<file path="src/rtl/lswc_pkg.sv">
// Shared types, constants and helpers for the LRU sector write cache.
package lswc_pkg;

    localparam int SECTORS_PER_LINE = 8;
    localparam int SEC_W            = SECTORS_PER_LINE;
    localparam int OFF_W            = 3;
    localparam int ADDR_W           = 32;
    localparam int LEN_W            = 4;
    localparam int PAGE_W           = 29;
    localparam int SLOT_W           = 6;
    localparam int CACHE_LINES_DEF  = 64;
    localparam int IN_DATA_W        = 40;
    localparam int OUT_DATA_W       = 56;

    localparam logic [SEC_W-1:0] FULL_MASK = {SEC_W{1'b1}};

    typedef enum logic
    {
        OP_WRITE = 1'b0,
        OP_READ  = 1'b1
    } op_t;

    typedef enum logic [2:0]
    {
        CMD_WRITE_STORAGE  = 3'd0,
        CMD_UPDATE_STORAGE = 3'd1,
        CMD_WRITE_DRAM     = 3'd2,
        CMD_READ_STORAGE   = 3'd3,
        CMD_READ_DRAM      = 3'd4,
        CMD_READ_BOTH      = 3'd5
    } cmd_t;

    typedef struct packed
    {
        cmd_t              command;
        logic [PAGE_W-1:0] page_address;
        logic [SEC_W-1:0]  storage_bitmap;
        logic              slot_valid;
        logic [SLOT_W-1:0] slot_id;
        logic [SEC_W-1:0]  cached_bitmap;
        logic              last;
    } result_t;

    // Sectors covered from offset for len positions, clipped at the line end.
    function automatic logic [SEC_W-1:0] range_mask(
        input logic [OFF_W-1:0] offset,
        input logic [LEN_W-1:0] len
    );
        logic [SEC_W-1:0] m;
        logic [LEN_W:0]   stop;
        m    = '0;
        stop = {2'b00, offset} + {1'b0, len};
        for (int p = 0; p < SEC_W; p++)
        begin
            m[p] = (OFF_W'(p) >= offset) && ((LEN_W+1)'(p) < stop);
        end
        return m;
    endfunction

endpackage

</file>
<file path="src/rtl/lswc_line_ram.sv">
// Line store: one write port and one registered read port.
module lswc_line_ram
    import lswc_pkg::*;
#(
    parameter int DEPTH = CACHE_LINES_DEF,
    parameter int WIDTH = PAGE_W + SEC_W + 6
)
(
    input  logic                     clk,
    input  logic                     we,
    input  logic [$clog2(DEPTH)-1:0] waddr,
    input  logic [WIDTH-1:0]         wdata,
    input  logic [$clog2(DEPTH)-1:0] raddr,
    output logic [WIDTH-1:0]         rdata
);

    logic [WIDTH-1:0] mem [DEPTH];

    always_ff @(posedge clk)
    begin
        if (we)
        begin
            mem[waddr] <= wdata;
        end
        rdata <= mem[raddr];
    end

endmodule

</file>
<file path="src/rtl/lru_sector_write_cache.sv">
// Top level of the fully associative LRU sector write cache.
// One request is taken at a time. Every line in use is swept once through the single
// read port of the line store to find a hit and the least recent line; a write then
// sweeps the lines in use a second time to age their ranks, one line per cycle. The
// number of lines in use is at most CACHE_LINES, and a request also waits on the
// output handshakes before the next one is taken.
// Slots fill from zero upwards and are never freed, so a fill count stands for the in-use
// flags and no clearing pass follows reset. A write miss on a full cache gives two words:
// the eviction, then the DRAM write.
module lru_sector_write_cache
    import lswc_pkg::*;
#(
    parameter int CACHE_LINES = CACHE_LINES_DEF
)
(
    input  logic                  clk,
    input  logic                  rst_n,
    input  logic                  s_axis_tvalid,
    output logic                  s_axis_tready,
    input  logic [IN_DATA_W-1:0]  s_axis_tdata,   // sector_address, length, zero pad
    input  logic                  s_axis_tuser,   // operation
    output logic                  m_axis_tvalid,
    input  logic                  m_axis_tready,
    output logic [OUT_DATA_W-1:0] m_axis_tdata,   // page_address, storage_bitmap,
                                                  // slot_valid, slot_id, cached_bitmap, pad
    output logic [2:0]            m_axis_tuser,   // command
    output logic                  m_axis_tlast
);

    localparam int IW = $clog2(CACHE_LINES);
    localparam int UW = $clog2(CACHE_LINES + 1);
    localparam int RW = IW;
    localparam int EW = PAGE_W + SEC_W + RW;

    typedef enum logic [2:0]
    {
        ST_IDLE,
        ST_SEARCH,
        ST_DECIDE,
        ST_TOUCH,
        ST_COMMIT,
        ST_EMIT1,
        ST_EMIT2
    } state_t;

    state_t            state_reg;
    op_t               op_reg;
    logic [PAGE_W-1:0] page_reg;
    logic [SEC_W-1:0]  rng_reg;
    logic [UW-1:0]     idx_reg;
    logic [UW-1:0]     used_reg;
    logic              pend_reg;
    logic [IW-1:0]     pend_idx_reg;
    logic              hit_reg;
    logic [IW-1:0]     hit_idx_reg;
    logic [SEC_W-1:0]  hit_sec_reg;
    logic [RW-1:0]     hit_rank_reg;
    logic [IW-1:0]     lru_idx_reg;
    logic [RW-1:0]     lru_rank_reg;
    logic [PAGE_W-1:0] lru_page_reg;
    logic [SEC_W-1:0]  lru_sec_reg;
    logic [IW-1:0]     slot_reg;
    logic [UW-1:0]     lim_reg;
    logic [SEC_W-1:0]  new_sec_reg;
    logic              grow_reg;
    logic              evict_reg;
    result_t           res1_reg;
    result_t           res2_reg;

    logic              we;
    logic [IW-1:0]     waddr;
    logic [EW-1:0]     wdata;
    logic [EW-1:0]     rdata;
    logic [PAGE_W-1:0] rd_page;
    logic [SEC_W-1:0]  rd_sec;
    logic [RW-1:0]     rd_rank;
    logic              issue;
    logic              full;
    logic              age;
    result_t           res_out;

    assign rd_page = rdata[EW-1 -: PAGE_W];
    assign rd_sec  = rdata[RW +: SEC_W];
    assign rd_rank = rdata[RW-1:0];
    assign issue   = (idx_reg < used_reg);
    assign full    = (used_reg == UW'(CACHE_LINES));
    assign age     = pend_reg && ({1'b0, rd_rank} < (RW+1)'(lim_reg));

    always_comb
    begin
        we    = 1'b0;
        waddr = pend_idx_reg;
        wdata = {rd_page, rd_sec, RW'(rd_rank + RW'(1))};
        if (state_reg == ST_TOUCH && age)
        begin
            we = 1'b1;
        end
        else if (state_reg == ST_COMMIT)
        begin
            we    = 1'b1;
            waddr = slot_reg;
            wdata = {page_reg, new_sec_reg, RW'(0)};
        end
    end

    lswc_line_ram
    #(
        .DEPTH (CACHE_LINES),
        .WIDTH (EW)
    )
    u_ram
    (
        .clk   (clk),
        .we    (we),
        .waddr (waddr),
        .wdata (wdata),
        .raddr (idx_reg[IW-1:0]),
        .rdata (rdata)
    );

    function automatic logic [SLOT_W-1:0] slot_out(input logic [IW-1:0] s);
        logic [SLOT_W+IW-1:0] t;
        t = {{SLOT_W{1'b0}}, s};
        return t[SLOT_W-1:0];
    endfunction

    always_ff @(posedge clk or negedge rst_n)
    begin
        if (!rst_n)
        begin
            state_reg <= ST_IDLE;
            used_reg  <= '0;
            pend_reg  <= 1'b0;
            idx_reg   <= '0;
        end
        else
        begin
            unique case (state_reg)
                ST_IDLE:
                begin
                    if (s_axis_tvalid)
                    begin
                        op_reg       <= op_t'(s_axis_tuser);
                        page_reg     <= s_axis_tdata[ADDR_W-1:OFF_W];
                        rng_reg      <= range_mask(s_axis_tdata[OFF_W-1:0],
                                                   s_axis_tdata[ADDR_W +: LEN_W]);
                        idx_reg      <= '0;
                        pend_reg     <= 1'b0;
                        hit_reg      <= 1'b0;
                        lru_idx_reg  <= '0;
                        lru_rank_reg <= '0;
                        state_reg    <= ST_SEARCH;
                    end
                end
                ST_SEARCH:
                begin
                    pend_reg     <= issue;
                    pend_idx_reg <= idx_reg[IW-1:0];
                    if (issue)
                    begin
                        idx_reg <= idx_reg + UW'(1);
                    end
                    if (pend_reg)
                    begin
                        if (!hit_reg && rd_page == page_reg)
                        begin
                            hit_reg      <= 1'b1;
                            hit_idx_reg  <= pend_idx_reg;
                            hit_sec_reg  <= rd_sec;
                            hit_rank_reg <= rd_rank;
                        end
                        if (rd_rank >= lru_rank_reg)
                        begin
                            lru_idx_reg  <= pend_idx_reg;
                            lru_rank_reg <= rd_rank;
                            lru_page_reg <= rd_page;
                            lru_sec_reg  <= rd_sec;
                        end
                    end
                    if (!issue && !pend_reg)
                    begin
                        state_reg <= ST_DECIDE;
                    end
                end
                ST_DECIDE:
                begin
                    idx_reg  <= '0;
                    pend_reg <= 1'b0;
                    if (op_reg == OP_READ)
                    begin
                        res2_reg.page_address <= page_reg;
                        res2_reg.last         <= 1'b1;
                        if (hit_reg)
                        begin
                            res2_reg.storage_bitmap <= rng_reg & ~hit_sec_reg;
                            res2_reg.cached_bitmap  <= rng_reg & hit_sec_reg;
                            res2_reg.slot_valid     <= 1'b1;
                            res2_reg.slot_id        <= slot_out(hit_idx_reg);
                            if ((rng_reg & hit_sec_reg) == '0)
                            begin
                                res2_reg.command <= CMD_READ_STORAGE;
                            end
                            else if ((rng_reg & ~hit_sec_reg) == '0)
                            begin
                                res2_reg.command <= CMD_READ_DRAM;
                            end
                            else
                            begin
                                res2_reg.command <= CMD_READ_BOTH;
                            end
                        end
                        else
                        begin
                            res2_reg.command        <= CMD_READ_STORAGE;
                            res2_reg.storage_bitmap <= FULL_MASK;
                            res2_reg.slot_valid     <= 1'b0;
                            res2_reg.slot_id        <= '0;
                            res2_reg.cached_bitmap  <= '0;
                        end
                        state_reg <= ST_EMIT2;
                    end
                    else
                    begin
                        if (hit_reg)
                        begin
                            slot_reg    <= hit_idx_reg;
                            lim_reg     <= UW'(hit_rank_reg);
                            new_sec_reg <= hit_sec_reg | rng_reg;
                            grow_reg    <= 1'b0;
                            evict_reg   <= 1'b0;
                        end
                        else if (!full)
                        begin
                            slot_reg    <= used_reg[IW-1:0];
                            lim_reg     <= used_reg;
                            new_sec_reg <= rng_reg;
                            grow_reg    <= 1'b1;
                            evict_reg   <= 1'b0;
                        end
                        else
                        begin
                            slot_reg    <= lru_idx_reg;
                            lim_reg     <= UW'(lru_rank_reg);
                            new_sec_reg <= rng_reg;
                            grow_reg    <= 1'b0;
                            evict_reg   <= 1'b1;
                            res1_reg.command        <= (lru_sec_reg == FULL_MASK) ?
                                                       CMD_WRITE_STORAGE :
                                                       CMD_UPDATE_STORAGE;
                            res1_reg.page_address   <= lru_page_reg;
                            res1_reg.storage_bitmap <= FULL_MASK & ~lru_sec_reg;
                            res1_reg.slot_valid     <= 1'b1;
                            res1_reg.slot_id        <= slot_out(lru_idx_reg);
                            res1_reg.cached_bitmap  <= lru_sec_reg;
                            res1_reg.last           <= 1'b0;
                        end
                        state_reg <= ST_TOUCH;
                    end
                end
                ST_TOUCH:
                begin
                    // age every line more recent than the touched one
                    pend_reg     <= issue;
                    pend_idx_reg <= idx_reg[IW-1:0];
                    if (issue)
                    begin
                        idx_reg <= idx_reg + UW'(1);
                    end
                    if (!issue && !pend_reg)
                    begin
                        state_reg <= ST_COMMIT;
                    end
                end
                ST_COMMIT:
                begin
                    if (grow_reg)
                    begin
                        used_reg <= used_reg + UW'(1);
                    end
                    res2_reg.command        <= CMD_WRITE_DRAM;
                    res2_reg.page_address   <= page_reg;
                    res2_reg.storage_bitmap <= '0;
                    res2_reg.slot_valid     <= 1'b1;
                    res2_reg.slot_id        <= slot_out(slot_reg);
                    res2_reg.cached_bitmap  <= new_sec_reg;
                    res2_reg.last           <= 1'b1;
                    state_reg <= evict_reg ? ST_EMIT1 : ST_EMIT2;
                end
                ST_EMIT1:
                begin
                    if (m_axis_tready)
                    begin
                        state_reg <= ST_EMIT2;
                    end
                end
                ST_EMIT2:
                begin
                    if (m_axis_tready)
                    begin
                        state_reg <= ST_IDLE;
                    end
                end
                default:
                begin
                    state_reg <= ST_IDLE;
                end
            endcase
        end
    end

    assign res_out       = (state_reg == ST_EMIT1) ? res1_reg : res2_reg;
    assign s_axis_tready = (state_reg == ST_IDLE);
    assign m_axis_tvalid = (state_reg == ST_EMIT1) || (state_reg == ST_EMIT2);
    assign m_axis_tuser  = res_out.command;
    assign m_axis_tlast  = res_out.last;
    assign m_axis_tdata  = {4'b0000, res_out.cached_bitmap, res_out.slot_id,
                            res_out.slot_valid, res_out.storage_bitmap,
                            res_out.page_address};

endmodule

</file>
<file path="config.mk">
export PLATFORM = sky130hd
export DESIGN_NAME = lru_sector_write_cache
export DESIGN_NICKNAME = d
export VERILOG_FILES = /design/src/rtl/lswc_pkg.sv /design/src/rtl/lswc_line_ram.sv /design/src/rtl/lru_sector_write_cache.sv
export SDC_FILE = /design/constraint.sdc
export NUM_CORES = 2
export LEC_CHECK = 0
export BUFFER_PORTS_ARGS = -buffer_cell sky130_fd_sc_hd__buf_4
export CAP_MARGIN = 20
export CORE_ASPECT_RATIO = 0.6
export CORE_UTILIZATION = 50
export DETAILED_ROUTE_END_ITERATION = 6
export GPL_ROUTABILITY_DRIVEN = 1
export GPL_TIMING_DRIVEN = 0
export PLACE_DENSITY_LB_ADDON = 0.05
export SLEW_MARGIN = 20
export SYNTH_ARGS = -nofsm -noshare
export SYNTH_HDL_FRONTEND = slang
export SYNTH_SLANG_ARGS = --single-unit
</file>
<file path="constraint.sdc">
create_clock -name clk -period 5.9 [get_ports clk]
set_input_delay 1.475 -clock clk [delete_from_list [all_inputs] [get_ports clk]]
set_output_delay 1.475 -clock clk [all_outputs]
set_load 0.01 [all_outputs]
</file>
; Word-level counts from Yosys, hierarchy flattened
; Memory sizes are Yosys's and may differ from the RTL's. A register that Yosys moved wholly into a read port is not among the register bits.
; Index checks and enable logic that the tools add are counted.
[word_totals]
register_bits = 265
ram_bits = 2752
inputBits = 45
output_inout_bits = 62
wordCells = 167
mem_count = 1
[classes]
add_sub_neg = 4
magnitude_cmp = 19
n_eq_ne = 19
mux = 46
n_bitwise = 7
reduce_logical = 37
[memory_table]
columns = name, depth, width, rd, rd_ports_with_merged_regs, write_ports, line_no
row1 = u_ram.mem, 64, 43, 1, 1, 1, lswc_line_ram.sv:17  ; logic [WIDTH-1:0] mem [DEPTH];
[ops]
columns = cell, count
row1 = 56-bit 2-to-1 mux, 2
row2 = 56-bit case mux with 2 select lines, 1
row3 = 43-bit 2-to-1 mux, 2
row4 = 6-bit 2-to-1 mux, 11
row5 = 29-bit == test, 1
row6 = 3-bit 2-to-1 mux, 8
row7 = 6-bit case mux with 2 select lines, 2
row8 = 23-bit 2-to-1 mux, 1
row9 = 3-bit case mux with 7 select lines, 1
row10 = 7-bit case mux with 3 select lines, 1
row11 = 3-bit by 5-bit < comparator with 1-bit output (first input constant), 4
row12 = 5-bit AND reduction, 4
row13 = 8-bit bitwise AND, 2
row14 = 8-bit zero test, 2
row15 = 2-bit inequality test (second input constant), 8
row16 = 8-bit inverter, 2
row17 = 7-bit by 1-bit adder with 7-bit output (second input constant), 2
row18 = 7-bit 2-to-1 mux, 2
row19 = 3-bit greater-or-equal comparator (first input constant), 4
row20 = 1-bit logical AND, 12
row21 = 3-bit AND reduction, 4
row22 = 1-bit 2-to-1 mux, 11
row23 = 1-bit by 5-bit < comparator with 1-bit output (first input constant), 2
row24 = 2-bit by 5-bit < comparator with 1-bit output (first input constant), 2
row25 = other kinds (27), 41

; Longest topological paths before layout
[depth]
ltp_word = 8
depth_mapped = 10
mapped_depth_nobuf = 8

; Modules after synthesis
; A second synthesis with hierarchy kept.
[hier_totals]
cells_unflattened = 5192
area_unflattened_um2 = 116802.0
[by_module_without_submodules]
columns = mod, n_inst, cells_per_inst, area_per_inst_um2, seq_area_each_um2
row1 = lswc_line_ram, 1, 4443, 105393.6, 83500.1
row2 = lru_sector_write_cache, 1, 749, 11408.4, 7777.5

; Worst setup path before layout
; Ideal clock, no wire load.
[synth_timing]
path_kind = register to register
from = reg state_reg[0]
to = mem u_ram.mem[42][0] (netlist bit), enable pin
setup_time_ns = 0.551
arrival_ns = 5.632
t_required_ns = 5.349
setup_slack_ns = -0.283
stages_incl_launch_ff = 7
path_buffers = 2
synth_period_minus_slack_ns = 6.183
cell_sequence = dfrtp_1 buf_2 nor3_2 buf_4 mux2i_1 nand3b_1 nor4_1
[synth_via]
elab_chain_cells = 5
elab_cells_between_ends = 9
cone_classes = eq/ne: 2 / mux: 6 / reduce/logical: 1
[synth_rtl]
columns = element, line_no
row1 = "start, declared", lru_sector_write_cache.sv:46  ; state_t state_reg;
row2 = "start signal, assigned", lru_sector_write_cache.sv:287  ; state_reg <= evict_reg ? ST_EMIT1 : ST_EMIT2;
row3 = 3-bit == test or 3-bit by 2-bit == test with 1-bit output (tied branches), "lru_sector_write_cache.sv:98, lru_sector_write_cache.sv:94"
row4 = 1-bit 2-to-1 mux or 1-bit logical AND (tied branches), "lru_sector_write_cache.sv:98, lru_sector_write_cache.sv:94"
row5 = 1-bit 2-to-1 mux, lru_sector_write_cache.sv:94  ; if (state_reg == ST_TOUCH && age)
row6 = 1-bit 2-to-1 mux, lswc_line_ram.sv:21  ; if (we)
row7 = 1-bit 2-to-1 mux (implied by the code), lswc_line_ram.sv:23  ; mem[waddr] <= wdata;
row8 = "end, declared", lswc_line_ram.sv:17
; Parallel ways exist; a longest one is shown, timed or not.

; Final worst setup path
[layout_timing]
from = reg state_reg[2]
to = mem u_ram.mem[35][26] (netlist bit), enable pin
; The elaborated chain is that of the path after synthesis.

==> key figures <==
Outcome
  • Outcome: finished, final reports clean

Finish
  • Register Area: 91300 um2
  • Share of layout cells above drive strength 1: 32.7%
  • Multi-input gate area: 24300 um2
  • Largest register FFs: 2752
  • Area growth, synth to finish: 16.3%
  • Fill cell count: 16638
  • Final net count: 6179

STA
  • Setup TNS: 0 ps
  • Max Clock Freq: 199 MHz
  • Final max-slew violation count: 0
  • RSZ-0062 raised after global routing: no
  • Final setup fails: 0
  • Worst Tran Pin Value: 1290 ps
  • Fin crit share: 85.1%
  • Fin. Hold Viols: 0
  • Slew HR: 14.1%
  • Fin Clk Skew: 31.8 ps
  • Hold_ws: 418 ps
  • Period minus WS final: 5020 ps

Clock tree
  • CTS Hold Bufs: 0
  • PostCTS Resize Cnt: 0
  • Clock Tree Buf Depth: 4
  • CTS Buf Count: 287
  • Root buffer cell: clkbuf_16
  • Post-CTS Setup Inserts: 0
  • TritonCTS clock tree: done
  • Skew-Pair Late Insertion Delay: 850 ps
  • Clk slew on worst S/H paths: 60 ps
  • CTS Sinks: 3057
  • Htree depth: 5

Synthesis
  • Ys Warns: 0
  • Gate Count Post-Synth: 5143
  • XOR/XNOR Fraction of Synth Area: 0.308%
  • Netlist cell types: 61
  • Adder-Cell Fraction of Synth Area: 0.275%
  • Synth Area in Compound Gates: 3.12%
  • Seq cells post-synth: 3057
  • Post-synth EDFFs: 2996
  • Synth Cell Area: 116000 um2
  • Sequential share of the synthesized area: 78.4%
  • Syn avg cell area: 22.6 um2
  • Area share of and/or/nand/nor cells after synthesis: 1.23%
  • Mux share of post-synthesis cell area: 15.4%
  • Synth async-reset ratio: 0.589%
  • Main synth FF type: edfxtp_1
  • Largest family of logic cells by synthesized area: multiplexers

Drt
  • WL/cell: 39.5 um
  • Initial DRC Count: 11512
  • Final WL: 372 mm
  • Via count: 62286
  • Antenna Nets Post-Route: 0
  • Drt via density: 6.61
  • Drt pass-1 iters: 6
  • # DRC: 0

Worst setup path
  • CP Launch Type: register
  • Crit end category: register
  • Worst R2R Start: state_reg[2]
  • Flop2flop setup slack: 880 ps
  • Worst path cell trace: inv_2 -> nor3_2 -> buf_4 -> mux2i_1 -> nand3_1 -> nor3_2 -> buf_6 -> buf_4 -> buf_4 -> buf_4 -> buf_4 -> buf_4 -> buf_4
  • Buf+Inv Stages, Crit Path: 9
  • Kind of critical path: reg -> reg
  • Worst-path fanout max: 10
  • Worst Path Required: 6460 ps
  • WP data arrival: 5580 ps
  • Slowest cell on crit path: mux2i_1
  • R2R Path End: u_ram.mem[35][26]
  • Critical path launch point: state_reg[2]
  • Reg2Reg Depth: 13
  • Max stage delay on crit path: 860 ps
  • Most used cell along the critical path: buf_4
  • Critical path's top delay family: buffers and inverters

Run
  • Max Cap Viol: 0

GRT
  • Total grt overflow: 0
  • Largest net degree at the start of global routing: 65
  • First-pass GRT wire length: 502 mm
  • Vias in the first global route: 58592
  • Gr usage total: 31.7%
  • Initial antenna violation count: 14

Pwr
  • Net Sw Frac: 30.5%
  • Peak VDD IR: 0.360 mV
  • Cell-internal power: 43.4 mW
  • Lkg Pwr: 43.9 nW
  • Clock Power Share: 28.7%
  • Pwr dens: 461 nW/um2
  • Power share of the sequential group: 46.0%
  • Net load switching power: 19.0 mW
  • Comb power frac: 25.3%

Floorplan
  • Count of standard-cell rows: 136
  • Initial core utilization: 50.6%
  • Chip width: 625 um
  • Die height: 376 um
  • Die Area: 235000 um2
  • Core area: 230000 um2
  • I/O Pins: 107

Place
  • HPWL after DPL: 273 mm
  • Routability Congestion: 0.933
  • Port Buf Inserts: 98

Hold path
  • Hold Path Stages: 0
  • Hold_sp: lru_page_reg[26]
  • Min-delay worst type: reg -> reg
  • Endpoint, Worst Hold: res1_reg[50]
## final cells by class
type	instances	share of cell area [%]
Sequential cell	3057	67.4
Multi-Input combinational cell	1765	17.9
Clock buffer	372	5.77
Timing Repair Buffer	674	4.21
Tap cell	3105	2.87
Buffer	286	1.02
Clock inverter	120	0.669
Inverter	38	0.105
Antenna cell	8	0.0148
## worst max path at each step
| stage | cells after the start | to | slack [ps] |
|---|---|---|---|
| 3_5_place_dp | 13 | u_ram.mem[35][25] | 980 |
| 4_1_cts | 6 | m_axis_tdata[32] | 900 |
| 5_1_grt | 6 | m_axis_tdata[32] | 770 |
| 6_report | 13 | u_ram.mem[35][26] | 880 |
| 3_3_place_gp | 7 | u_ram.mem[53][25] | -6910 |
| 2_1_floorplan | 7 | u_ram.mem[14][0] | 680 |
## stage by stage
step                      cell area, um2  power [mW]  std cells  worst slack, ps  utilization [%]
after floorplan                   116000        38.0       5146              682                -
after global placement            121000        44.1       8349            -6910             52.6
after detailed placement          127000        44.8       8922              979             55.0
after CTS                         135000        62.4       9414              902             58.8
after global routing              135000        64.1       9419              775             58.8
final                             135000        62.4       9425              876             58.8
## layer usage
metal / GRT usage [%] / wire length, um
met5: 0 / 13
met3: 9.03 / 46300
met2: 43.8 / 156000
met1: 49.7 / 159000
met4: 7.77 / 10400
## cell usage after synthesis (all sizes together) (26+ instances only)
library cell | count | share of area (%)
nand2 | 41 | 0.13
a22o | 47 | 0.35
a22oi | 176 | 1.1
o211ai | 88 | 0.57
a21oi | 30 | 0.13
nor2 | 26 | 0.084
mux2i | 141 | 1.2
xnor2 | 28 | 0.21
inv | 36 | 0.12
edfxtp | 2996 | 77
nor3 | 76 | 0.34
clkbuf | 154 | 0.50
buf | 132 | 0.66
nand3 | 59 | 0.25
o21ai | 69 | 0.30
dfxtp | 43 | 0.74
mux2 | 92 | 0.89
mux4 | 688 | 13
a221oi | 44 | 0.33
## cell usage in the layout, fill, tap and decap left out, drive strengths merged, types with 18 or more instances in the layout
cell and count:
inv 40, clkbuf 528, buf 804, a221oi 44
clkinv 98, a21oi 30, o211ai 88, a22o 47
mux4 688, o21ai 69, mux2i 141, nor2 26
dfxtp 43, nand3 59, xnor2 28, ha 24
a22oi 176, nor3 76, edfxtp 2996, dfrtp 18
mux2 92, nand2 41
## cells by family after synthesis
group,after synthesis
flip-flops,3057
multiplexers,921
buffers and inverters,324
AND/OR/NAND/NOR,277
adder cells (fa/ha/maj),25
XOR/XNOR,41
AO/OA/AOI/OAI,497
other,1
## power groups by stage
stage	clock network, mW	registers [mW]	logic, mW
floorplan	0	29.1	8.92
global placement	0	29.4	14.7
detailed placement	0	29.2	15.6
CTS	18.0	28.7	15.6
global route	18.9	28.7	16.4
finish	17.9	28.7	15.8
Power figures use the tool's default switching activity.
